**src/hdl/pnom_pkg.sv**
```systemverilog
// ----------------------------------------------------------------------------
// pnom_pkg
// Shared types and constants for the pulse/noise oscillator mixer.
// ----------------------------------------------------------------------------
package pnom_pkg;

   // Sample divider reload value (samples per tick counter step)
   localparam logic [7:0]  TICK_DIV     = 8'd16;

   // Noise generator
   localparam logic [15:0] LFSR_SEED    = 16'h0001;
   localparam logic [15:0] LFSR_TAPS    = 16'h002D;

   // Mixer
   localparam int          MIX_W        = 12;
   localparam logic signed [MIX_W-1:0] MIX_BIAS = 12'sd512;
   localparam logic signed [MIX_W-1:0] MIX_MAX  = 12'sd1023;

   // Tick counter value that marks a due consumer
   localparam logic [7:0]  TICK_DUE     = 8'd255;

   // CSR register indexes
   localparam logic [1:0]  CSR_PRESET_ZERO = 2'd0;
   localparam logic [1:0]  CSR_PRESET_ONE  = 2'd1;
   localparam logic [1:0]  CSR_ENABLE_ZERO = 2'd2;
   localparam logic [1:0]  CSR_ENABLE_ONE  = 2'd3;

   typedef struct packed {
      logic [7:0] preset_zero;
      logic [7:0] preset_one;
      logic       enable_zero;
      logic       enable_one;
   } tick_cfg_type;

   typedef struct packed {
      logic div_event;
      logic fire_zero;
      logic fire_one;
   } tick_status_type;

endpackage

```
**src/hdl/pnom_pulse_ch.sv**
```systemverilog
// ----------------------------------------------------------------------------
// pnom_pulse_ch
// One pulse channel: phase accumulator and signed mix contribution.
// ----------------------------------------------------------------------------
module pnom_pulse_ch (
   input  logic              clock,
   input  logic              reset,
   input  logic              advance,
   input  logic [7:0]        vol,
   input  logic [15:0]       step,
   input  logic [7:0]        duty,
   output logic signed [8:0] term
);

   logic [15:0] acc_ff;
   logic [15:0] acc_in;
   logic [15:0] acc_sum;
   logic        active;

   assign active  = (vol != 8'd0);
   assign acc_sum = acc_ff + step;
   assign acc_in  = (advance && active) ? acc_sum : acc_ff;

   // High byte above the duty threshold: positive half of the pulse
   always_comb begin
      if (!active) begin
         term = 9'sd0;
      end else if (acc_sum[15:8] > duty) begin
         term = $signed({1'b0, vol});
      end else begin
         term = -$signed({1'b0, vol});
      end
   end

   always_ff @(posedge clock) begin
      if (reset) begin
         acc_ff <= 16'd0;
      end else begin
         acc_ff <= acc_in;
      end
   end

endmodule

```
**src/hdl/pnom_noise.sv**
```systemverilog
// ----------------------------------------------------------------------------
// pnom_noise
// Noise channel: 16-bit Galois LFSR, shifted-out bit picks the sign.
// ----------------------------------------------------------------------------
module pnom_noise (
   input  logic              clock,
   input  logic              reset,
   input  logic              advance,
   input  logic [7:0]        vol,
   output logic signed [8:0] term
);

   logic [15:0] lfsr_ff;
   logic [15:0] lfsr_in;
   logic [15:0] lfsr_next;
   logic        active;
   logic        top_bit;

   assign active    = (vol != 8'd0);
   assign top_bit   = lfsr_ff[15];
   assign lfsr_next = {lfsr_ff[14:0], 1'b0} ^ (top_bit ? pnom_pkg::LFSR_TAPS : 16'd0);
   assign lfsr_in   = (advance && active) ? lfsr_next : lfsr_ff;

   always_comb begin
      if (!active) begin
         term = 9'sd0;
      end else if (top_bit) begin
         term = $signed({1'b0, vol});
      end else begin
         term = -$signed({1'b0, vol});
      end
   end

   always_ff @(posedge clock) begin
      if (reset) begin
         lfsr_ff <= pnom_pkg::LFSR_SEED;
      end else begin
         lfsr_ff <= lfsr_in;
      end
   end

endmodule

```
**src/hdl/pnom_tick.sv**
```systemverilog
// ----------------------------------------------------------------------------
// pnom_tick
// Sample divider and the two tick counters with their service logic.
// ----------------------------------------------------------------------------
module pnom_tick (
   input  logic                      clock,
   input  logic                      reset,
   input  logic                      advance,
   input  pnom_pkg::tick_cfg_type    cfg,
   output pnom_pkg::tick_status_type status
);

   logic [7:0] divider_ff;
   logic [7:0] divider_in;
   logic [7:0] divider_dec;
   logic [7:0] count0_ff;
   logic [7:0] count0_in;
   logic [7:0] count1_ff;
   logic [7:0] count1_in;
   logic [7:0] count0_dec;
   logic [7:0] count1_dec;
   logic       div_event;
   logic       due0;
   logic       due1;
   logic       service;

   assign divider_dec = divider_ff - 8'd1;
   assign div_event   = (divider_dec == 8'd0);
   assign count0_dec  = count0_ff - 8'd1;
   assign count1_dec  = count1_ff - 8'd1;
   assign due0        = (count0_dec == pnom_pkg::TICK_DUE);
   assign due1        = (count1_dec == pnom_pkg::TICK_DUE);
   assign service     = div_event && (due0 || due1);

   always_comb begin
      divider_in       = divider_ff;
      count0_in        = count0_ff;
      count1_in        = count1_ff;
      status.div_event = advance && div_event;
      status.fire_zero = 1'b0;
      status.fire_one  = 1'b0;
      if (advance) begin
         divider_in = div_event ? pnom_pkg::TICK_DIV : divider_dec;
         if (div_event) begin
            count0_in = count0_dec;
            count1_in = count1_dec;
         end
         if (service) begin
            // Due counter reloads; idle one with no consumer parks at 255
            if (due0) begin
               count0_in        = cfg.preset_zero;
               status.fire_zero = cfg.enable_zero;
            end else if (!cfg.enable_zero) begin
               count0_in = pnom_pkg::TICK_DUE;
            end
            if (due1) begin
               count1_in       = cfg.preset_one;
               status.fire_one = cfg.enable_one;
            end else if (!cfg.enable_one) begin
               count1_in = pnom_pkg::TICK_DUE;
            end
         end
      end
   end

   always_ff @(posedge clock) begin
      if (reset) begin
         divider_ff <= 8'd0;
         count0_ff  <= 8'd0;
         count1_ff  <= 8'd0;
      end else begin
         divider_ff <= divider_in;
         count0_ff  <= count0_in;
         count1_ff  <= count1_in;
      end
   end

endmodule

```
**src/hdl/pulse_noise_oscillator_mixer.sv**
```systemverilog
// ----------------------------------------------------------------------------
// pulse_noise_oscillator_mixer
// Three pulse channels and an LFSR noise channel mixed into a clamped 10-bit
// PCM level, plus a sample divider driving two tick counters.
// ----------------------------------------------------------------------------
// rsp_valid is set in the cycle after a req transfer (result register).
// Throughput: 1 sample per cycle while the result side is ready; the mix is
//   one pass of adders and a clamp between the req side and the result register.
// Reset: synchronous, active high; phase accumulators and tick counters to 0,
//   LFSR to 1, divider to 0, CSRs to 0, result register empty.
// ----------------------------------------------------------------------------
module pulse_noise_oscillator_mixer (
   input  logic        clock,
   input  logic        reset,
   // sample channel
   input  logic        req_valid,
   output logic        req_ready,
   input  logic [7:0]  req_vol_a,
   input  logic [7:0]  req_vol_b,
   input  logic [7:0]  req_vol_c,
   input  logic [7:0]  req_vol_noise,
   input  logic [15:0] req_step_a,
   input  logic [15:0] req_step_b,
   input  logic [15:0] req_step_c,
   input  logic [7:0]  req_duty_a,
   input  logic [7:0]  req_duty_b,
   input  logic [7:0]  req_duty_c,
   // result channel
   output logic        rsp_valid,
   input  logic        rsp_ready,
   output logic [9:0]  rsp_pcm_level,
   output logic        rsp_tick_fire_zero,
   output logic        rsp_tick_fire_one,
   // CSR port
   input  logic        csr_psel,
   input  logic        csr_penable,
   input  logic        csr_pwrite,
   input  logic [3:0]  csr_paddr,
   input  logic [31:0] csr_pwdata,
   output logic [31:0] csr_prdata,
   output logic        csr_pready
);

   localparam int W = pnom_pkg::MIX_W;

   // ---------------------------------------------------------------------
   // CSRs: preset/enable for the two tick consumers, word addressed
   // ---------------------------------------------------------------------
   pnom_pkg::tick_cfg_type cfg_ff;
   pnom_pkg::tick_cfg_type cfg_in;
   logic                   csr_write;

   assign csr_pready = 1'b1;
   assign csr_write  = csr_psel && csr_penable && csr_pwrite && csr_pready;

   always_comb begin
      cfg_in = cfg_ff;
      if (csr_write) begin
         unique case (csr_paddr[3:2])
            pnom_pkg::CSR_PRESET_ZERO: cfg_in.preset_zero = csr_pwdata[7:0];
            pnom_pkg::CSR_PRESET_ONE:  cfg_in.preset_one  = csr_pwdata[7:0];
            pnom_pkg::CSR_ENABLE_ZERO: cfg_in.enable_zero = csr_pwdata[0];
            pnom_pkg::CSR_ENABLE_ONE:  cfg_in.enable_one  = csr_pwdata[0];
            default:                   cfg_in = cfg_ff;
         endcase
      end
   end

   always_comb begin
      unique case (csr_paddr[3:2])
         pnom_pkg::CSR_PRESET_ZERO: csr_prdata = {24'd0, cfg_ff.preset_zero};
         pnom_pkg::CSR_PRESET_ONE:  csr_prdata = {24'd0, cfg_ff.preset_one};
         pnom_pkg::CSR_ENABLE_ZERO: csr_prdata = {31'd0, cfg_ff.enable_zero};
         pnom_pkg::CSR_ENABLE_ONE:  csr_prdata = {31'd0, cfg_ff.enable_one};
         default:                   csr_prdata = 32'd0;
      endcase
   end

   always_ff @(posedge clock) begin
      if (reset) begin
         cfg_ff <= '0;
      end else begin
         cfg_ff <= cfg_in;
      end
   end

   // ---------------------------------------------------------------------
   // Handshake: take a new sample whenever the result register is empty or
   // is being drained in the same cycle.
   // ---------------------------------------------------------------------
   logic rsp_valid_ff;
   logic rsp_valid_in;
   logic accept;

   assign req_ready    = !rsp_valid_ff || rsp_ready;
   assign accept       = req_valid && req_ready;
   assign rsp_valid_in = accept || (rsp_valid_ff && !rsp_ready);

   // ---------------------------------------------------------------------
   // Oscillators; state only moves on a req transfer
   // ---------------------------------------------------------------------
   logic signed [8:0] term_a;
   logic signed [8:0] term_b;
   logic signed [8:0] term_c;
   logic signed [8:0] term_n;

   pnom_pulse_ch u_ch_a (
      .clock   (clock),
      .reset   (reset),
      .advance (accept),
      .vol     (req_vol_a),
      .step    (req_step_a),
      .duty    (req_duty_a),
      .term    (term_a)
   );

   pnom_pulse_ch u_ch_b (
      .clock   (clock),
      .reset   (reset),
      .advance (accept),
      .vol     (req_vol_b),
      .step    (req_step_b),
      .duty    (req_duty_b),
      .term    (term_b)
   );

   pnom_pulse_ch u_ch_c (
      .clock   (clock),
      .reset   (reset),
      .advance (accept),
      .vol     (req_vol_c),
      .step    (req_step_c),
      .duty    (req_duty_c),
      .term    (term_c)
   );

   pnom_noise u_noise (
      .clock   (clock),
      .reset   (reset),
      .advance (accept),
      .vol     (req_vol_noise),
      .term    (term_n)
   );

   // ---------------------------------------------------------------------
   // Tick divider and counters
   // ---------------------------------------------------------------------
   pnom_pkg::tick_status_type tick_status;

   pnom_tick u_tick (
      .clock   (clock),
      .reset   (reset),
      .advance (accept),
      .cfg     (cfg_ff),
      .status  (tick_status)
   );

   // ---------------------------------------------------------------------
   // Mix: bias plus four signed terms, range -508..1532, then clamp
   // ---------------------------------------------------------------------
   logic signed [W-1:0] mix_sum;
   logic [9:0]          mix_clamped;

   assign mix_sum = pnom_pkg::MIX_BIAS
                  + W'(term_a) + W'(term_b) + W'(term_c) + W'(term_n);

   always_comb begin
      if (mix_sum < 0) begin
         mix_clamped = 10'd0;
      end else if (mix_sum > pnom_pkg::MIX_MAX) begin
         mix_clamped = 10'd1023;
      end else begin
         mix_clamped = mix_sum[9:0];
      end
   end

   // ---------------------------------------------------------------------
   // Result register
   // ---------------------------------------------------------------------
   logic [9:0] pcm_ff;
   logic       fire0_ff;
   logic       fire1_ff;

   always_ff @(posedge clock) begin
      if (reset) begin
         rsp_valid_ff <= 1'b0;
      end else begin
         rsp_valid_ff <= rsp_valid_in;
      end
   end

   always_ff @(posedge clock) begin
      if (accept) begin
         pcm_ff   <= mix_clamped;
         fire0_ff <= tick_status.fire_zero;
         fire1_ff <= tick_status.fire_one;
      end
   end

   assign rsp_valid          = rsp_valid_ff;
   assign rsp_pcm_level      = pcm_ff;
   assign rsp_tick_fire_zero = fire0_ff;
   assign rsp_tick_fire_one  = fire1_ff;

   // ---------------------------------------------------------------------
   // Assertions
   // ---------------------------------------------------------------------
   // every req transfer leaves a result behind
   a_accept_fills: assert property (@(posedge clock) disable iff (reset)
      accept |=> rsp_valid)
      else $error("req transfer did not produce a result");

   // an empty result register never stalls the sample side
   a_empty_ready: assert property (@(posedge clock) disable iff (reset)
      !rsp_valid |-> req_ready)
      else $error("req stalled with empty result register");

   // a tick flag only comes out of a divider event
   a_fire_on_event: assert property (@(posedge clock) disable iff (reset)
      (tick_status.fire_zero || tick_status.fire_one) |-> tick_status.div_event)
      else $error("tick flag raised without a divider event");

endmodule

```
**config.mk**
```make
export PLATFORM = sky130hd
export DESIGN_NAME = pulse_noise_oscillator_mixer
export DESIGN_NICKNAME = d
export VERILOG_FILES = /design/src/hdl/pnom_pkg.sv /design/src/hdl/pnom_pulse_ch.sv /design/src/hdl/pnom_noise.sv /design/src/hdl/pnom_tick.sv /design/src/hdl/pulse_noise_oscillator_mixer.sv
export SDC_FILE = /design/constraint.sdc
export NUM_CORES = 1
export LEC_CHECK = 0
export ABC_CLOCK_PERIOD_IN_PS = 9000
export BUFFER_PORTS_ARGS = -buffer_cell sky130_fd_sc_hd__buf_4
export CAP_MARGIN = 0
export CORE_MARGIN = 1
export CORE_UTILIZATION = 40
export DETAILED_ROUTE_END_ITERATION = 12
export PLACE_DENSITY = 0.7
export SETUP_SLACK_MARGIN = 0.3
export SKIP_LAST_GASP = 1
export SYNTH_ARGS = -nofsm -noshare
export SYNTH_HDL_FRONTEND = slang
export SYNTH_SLANG_ARGS = --single-unit
```
**constraint.sdc**
```tcl
create_clock -name clock -period 9 [get_ports clock]
set_input_delay 0.9 -clock clock [delete_from_list [all_inputs] [get_ports clock]]
set_output_delay 0.9 -clock clock [all_outputs]
set_load 0.005 [all_outputs]
```
==> impl_metrics.ini <==
[logic_synthesis]
dominantRegCellSynth = dfxtp_1
yosysTopAreaCellShare = 0.220
synth_cell_types = 67
ys_async_sr_fraction = 0
synth-seq-area-share = 0.257
syn_avg_cell_area_um2 = 8.09
ys_warn_count = 0
yosysTopAreaCell = dfxtp_1
synthCells = 1205
yosys-top-cells-area = dfxtp_1 22%, ha_1 13%, a21oi_1 5.8%, nand2_1 5.2%, fa_1 4.9%
synth-seq-cells = 119
synth_area_um2 = 9750
synth_edf_count = 12

[floorplanning]
start_util = 0.412
rows = 56
dieArea_um2 = 25000
die_w_um = 158
fp.dieH_um = 158
io-pin-count = 194
coreArea_um2 = 23700

[finish]
area_growth_pct = 19.0
fill_cells = 2314
nNetsFinal = 1606
n_antenna_cell = 0
fin_area_um2 = 11600
utilization = 0.490
drive_gt1_frac = 0.150

[drt]
drt-initial-drc-count = 414
vias_per_cell = 5.30
first_pass_iters = 8
final_antenna_net_count = 0
wl_um = 23500
route.detailed.drc = 0
post_drt_wl_per_cell_um = 14.1
vias = 8845

[global_route]
antenna_found_initial = 0
gr-total-overflow = 0
grt_pass1_wl_um = 38100
grt_pass1_vias = 8120
grt_max_degree = 56
grtUsageTotal = 0.190

[pwr]
p_sw_frac = 0.425
internal-power_mw = 2.36
power.density_nw_per_um2 = 354
leakage_nw = 5.39
p_sw_mw = 1.74
ir_worst_vdd_uv = 407
share_seq_of_total_power = 0.190
power_frac_clock = 0.163
pwr-share-comb = 0.647

[outcome]
outcome = finished, final reports clean

[sta]
worst_pin_slew_ns = 1.08
finalSetupViolCount = 0
slew_viol_final = 0
finClkSkew_ns = 0.0113
period_share = 0.879
rsz0062_at_grt = false
fin_crit_ns = 7.91
fmax_mhz = 126
fin_tns_setup_ns = 0
hold_viol_final = 0
relSlewSlack = 0.275
setup_slack_ns = 1.09

[clocking]
h-tree-depth = 4
clock-sinks = 119
clock_latency_ns = 0.42
clkTransAtPathRegs_ns = 0.06
cts_buffer_depth = 2
cts-resized-gates = 0
root_buffer = clkbuf_16
cts_buffers = 17
cts_tree = built
hold_buffers = 0
post-cts-setup-buffer-count = 0

[placement]
placed_cell_area_um2 = 11000
io_buffers = 142
routabilityCongestion = 0.860
dp_slack_ns = 0.683
dp_hpwl_um = 17800

[flow_run]
maxCapViolCount = 0

[worst_setup_path]
crit_fanout = 10
end_kind = register
cp.arrival_ns = 8.20
cp-start-kind = primary input
worst-setup-path-type = in2reg
crit_slowest_cell = xnor2_1
ff2ff_setup_slack_ns = 1.32
cp_slowest_stage_delay_ns = 0.70
cp.required_ns = 9.28

[worst_hold_path]
hold_path.class = reg2reg
-- layer usage --
| layer | track usage | part of all wire | vias up |
|---|---|---|---|
| li1 | - | - | 4491 |
| met4 | 0.0618 | 0.015 | 0 |
| met3 | 0.0290 | 0.039 | 22 |
| met2 | 0.328 | 0.48 | 193 |
| met1 | 0.241 | 0.47 | 4139 |
| met5 | 0 | 0 | - |
-- final cells by class --
cell class	count	area [µm²]	share of cell area
flip-flops and latches	119	2500	0.216
clock inverters	12	106	0.00917
multi-input cells	979	6740	0.581
well taps	319	399	0.0344
repair buffers	150	1130	0.0971
inverters	69	259	0.0223
clock buffers	20	467	0.0402
-- sequential cells by signal, indices dropped and copies added, names as in the netlist --
name and cells:
u_noise.lfsr_ff 16, u_ch_a.acc_ff 16, u_tick.count1_ff 8, rsp_tick_fire_zero 1
u_tick.divider_ff 8, rsp_pcm_level 10, rsp_valid 1, u_ch_c.acc_ff 16
u_ch_b.acc_ff 16, u_tick.count0_ff 8, rsp_tick_fire_one 1, cfg_ff 18
-- cell usage after synthesis (6+ instances only) --
cell	instances
a21o_1	24
nand3_1	16
a211o_1	6
xnor2_1	37
a31o_2	6
a211oi_1	20
or3_1	10
nand2b_1	15
inv_1	69
dfxtp_1	107
o211ai_1	17
ha_1	99
edfxtp_1	12
nand2_1	136
xor2_1	39
mux2i_1	32
o21a_1	28
nor3_1	29
nor4_1	6
o31ai_1	6
or2_2	6
nand4_1	11
nor2_1	125
a21oi_1	113
nor2b_1	8
clkbuf_1	32
o21ai_0	55
and3_1	14
buf_4	25
or4_1	6
fa_1	24
-- cells by family (layout without fill, tap and decap cells) --
group,Yosys count,in the layout,share of synthesized area
AOI/OAI and AO/OA,318,318,0.209
xor gates and xnor gates,76,76,0.0683
adders and majority gates,123,123,0.176
buffers and inverters,130,251,0.0605
DFF,119,119,0.257
muxes,36,36,0.0386
other,2,25,0.000771
and+or+nand+nor,401,401,0.190
-- critical path, delay by kind of cell --
family          cells  cell delay (ns)
simple gates        5             0.61
compound gates     12             2.93
mux                 1             0.26
fa+ha+maj           8             2.36
xor+xnor            2             0.88
buf+inv             4             0.24
-- per-stage QoR --
stage,std cells,total power [mW],hold slack (ns)
detailed placement,1636,3.44,0.443
CTS,1668,4.13,0.445
global placement,1636,3.36,0.437
global route,1668,4.46,0.456
finish,1668,4.10,0.443
floorplan,1228,2.87,0.432
-- placed cells by master, fill, tap and decap left out, types with 6 or more instances in the layout --
master / netlist / layout
inv_6: 0 / 6
or4_1: 6 / 6
nor2b_1: 8 / 8
fa_1: 24 / 24
or3_1: 10 / 10
edfxtp_1: 12 / 12
xor2_1: 39 / 39
o211ai_1: 17 / 17
xnor2_1: 37 / 37
dfxtp_1: 107 / 107
nand4_1: 11 / 11
mux2i_1: 32 / 32
nand2_1: 136 / 136
o21ai_0: 55 / 55
inv_1: 69 / 69
and3_1: 14 / 14
nor4_1: 6 / 6
or2_2: 6 / 6
buf_4: 25 / 150
conb_1: 2 / 25
a21o_1: 24 / 24
nand2b_1: 15 / 15
o21a_1: 28 / 28
a21oi_1: 113 / 113
nor2_1: 125 / 125
o31ai_1: 6 / 6
a31o_2: 6 / 6
a211o_1: 6 / 6
nand3_1: 16 / 16
clkbuf_16: 0 / 17
a211oi_1: 20 / 20
ha_1: 99 / 99
nor3_1: 29 / 29
-- power by group through the flow --
stage / combinational (mW) / sequential, mW / clock (mW)
after floorplan: 2.09 / 0.787 / 0
after global placement: 2.58 / 0.788 / 0
after detailed placement: 2.65 / 0.790 / 0
after CTS: 2.67 / 0.779 / 0.688
after global routing: 2.97 / 0.785 / 0.708
final: 2.65 / 0.779 / 0.669
-- worst paths after layout --
path	start	endpoint	cells after the start
worst max-delay path	req_step_a[0]	rsp_pcm_level[4]	32
worst min-delay path	u_noise.lfsr_ff[11]	u_noise.lfsr_ff[12]	2
worst max register to register	u_ch_a.acc_ff[0]	rsp_pcm_level[4]	31
worst min register to register	u_noise.lfsr_ff[11]	u_noise.lfsr_ff[12]	2
Note: power is estimated with default switching activity, not from simulation.
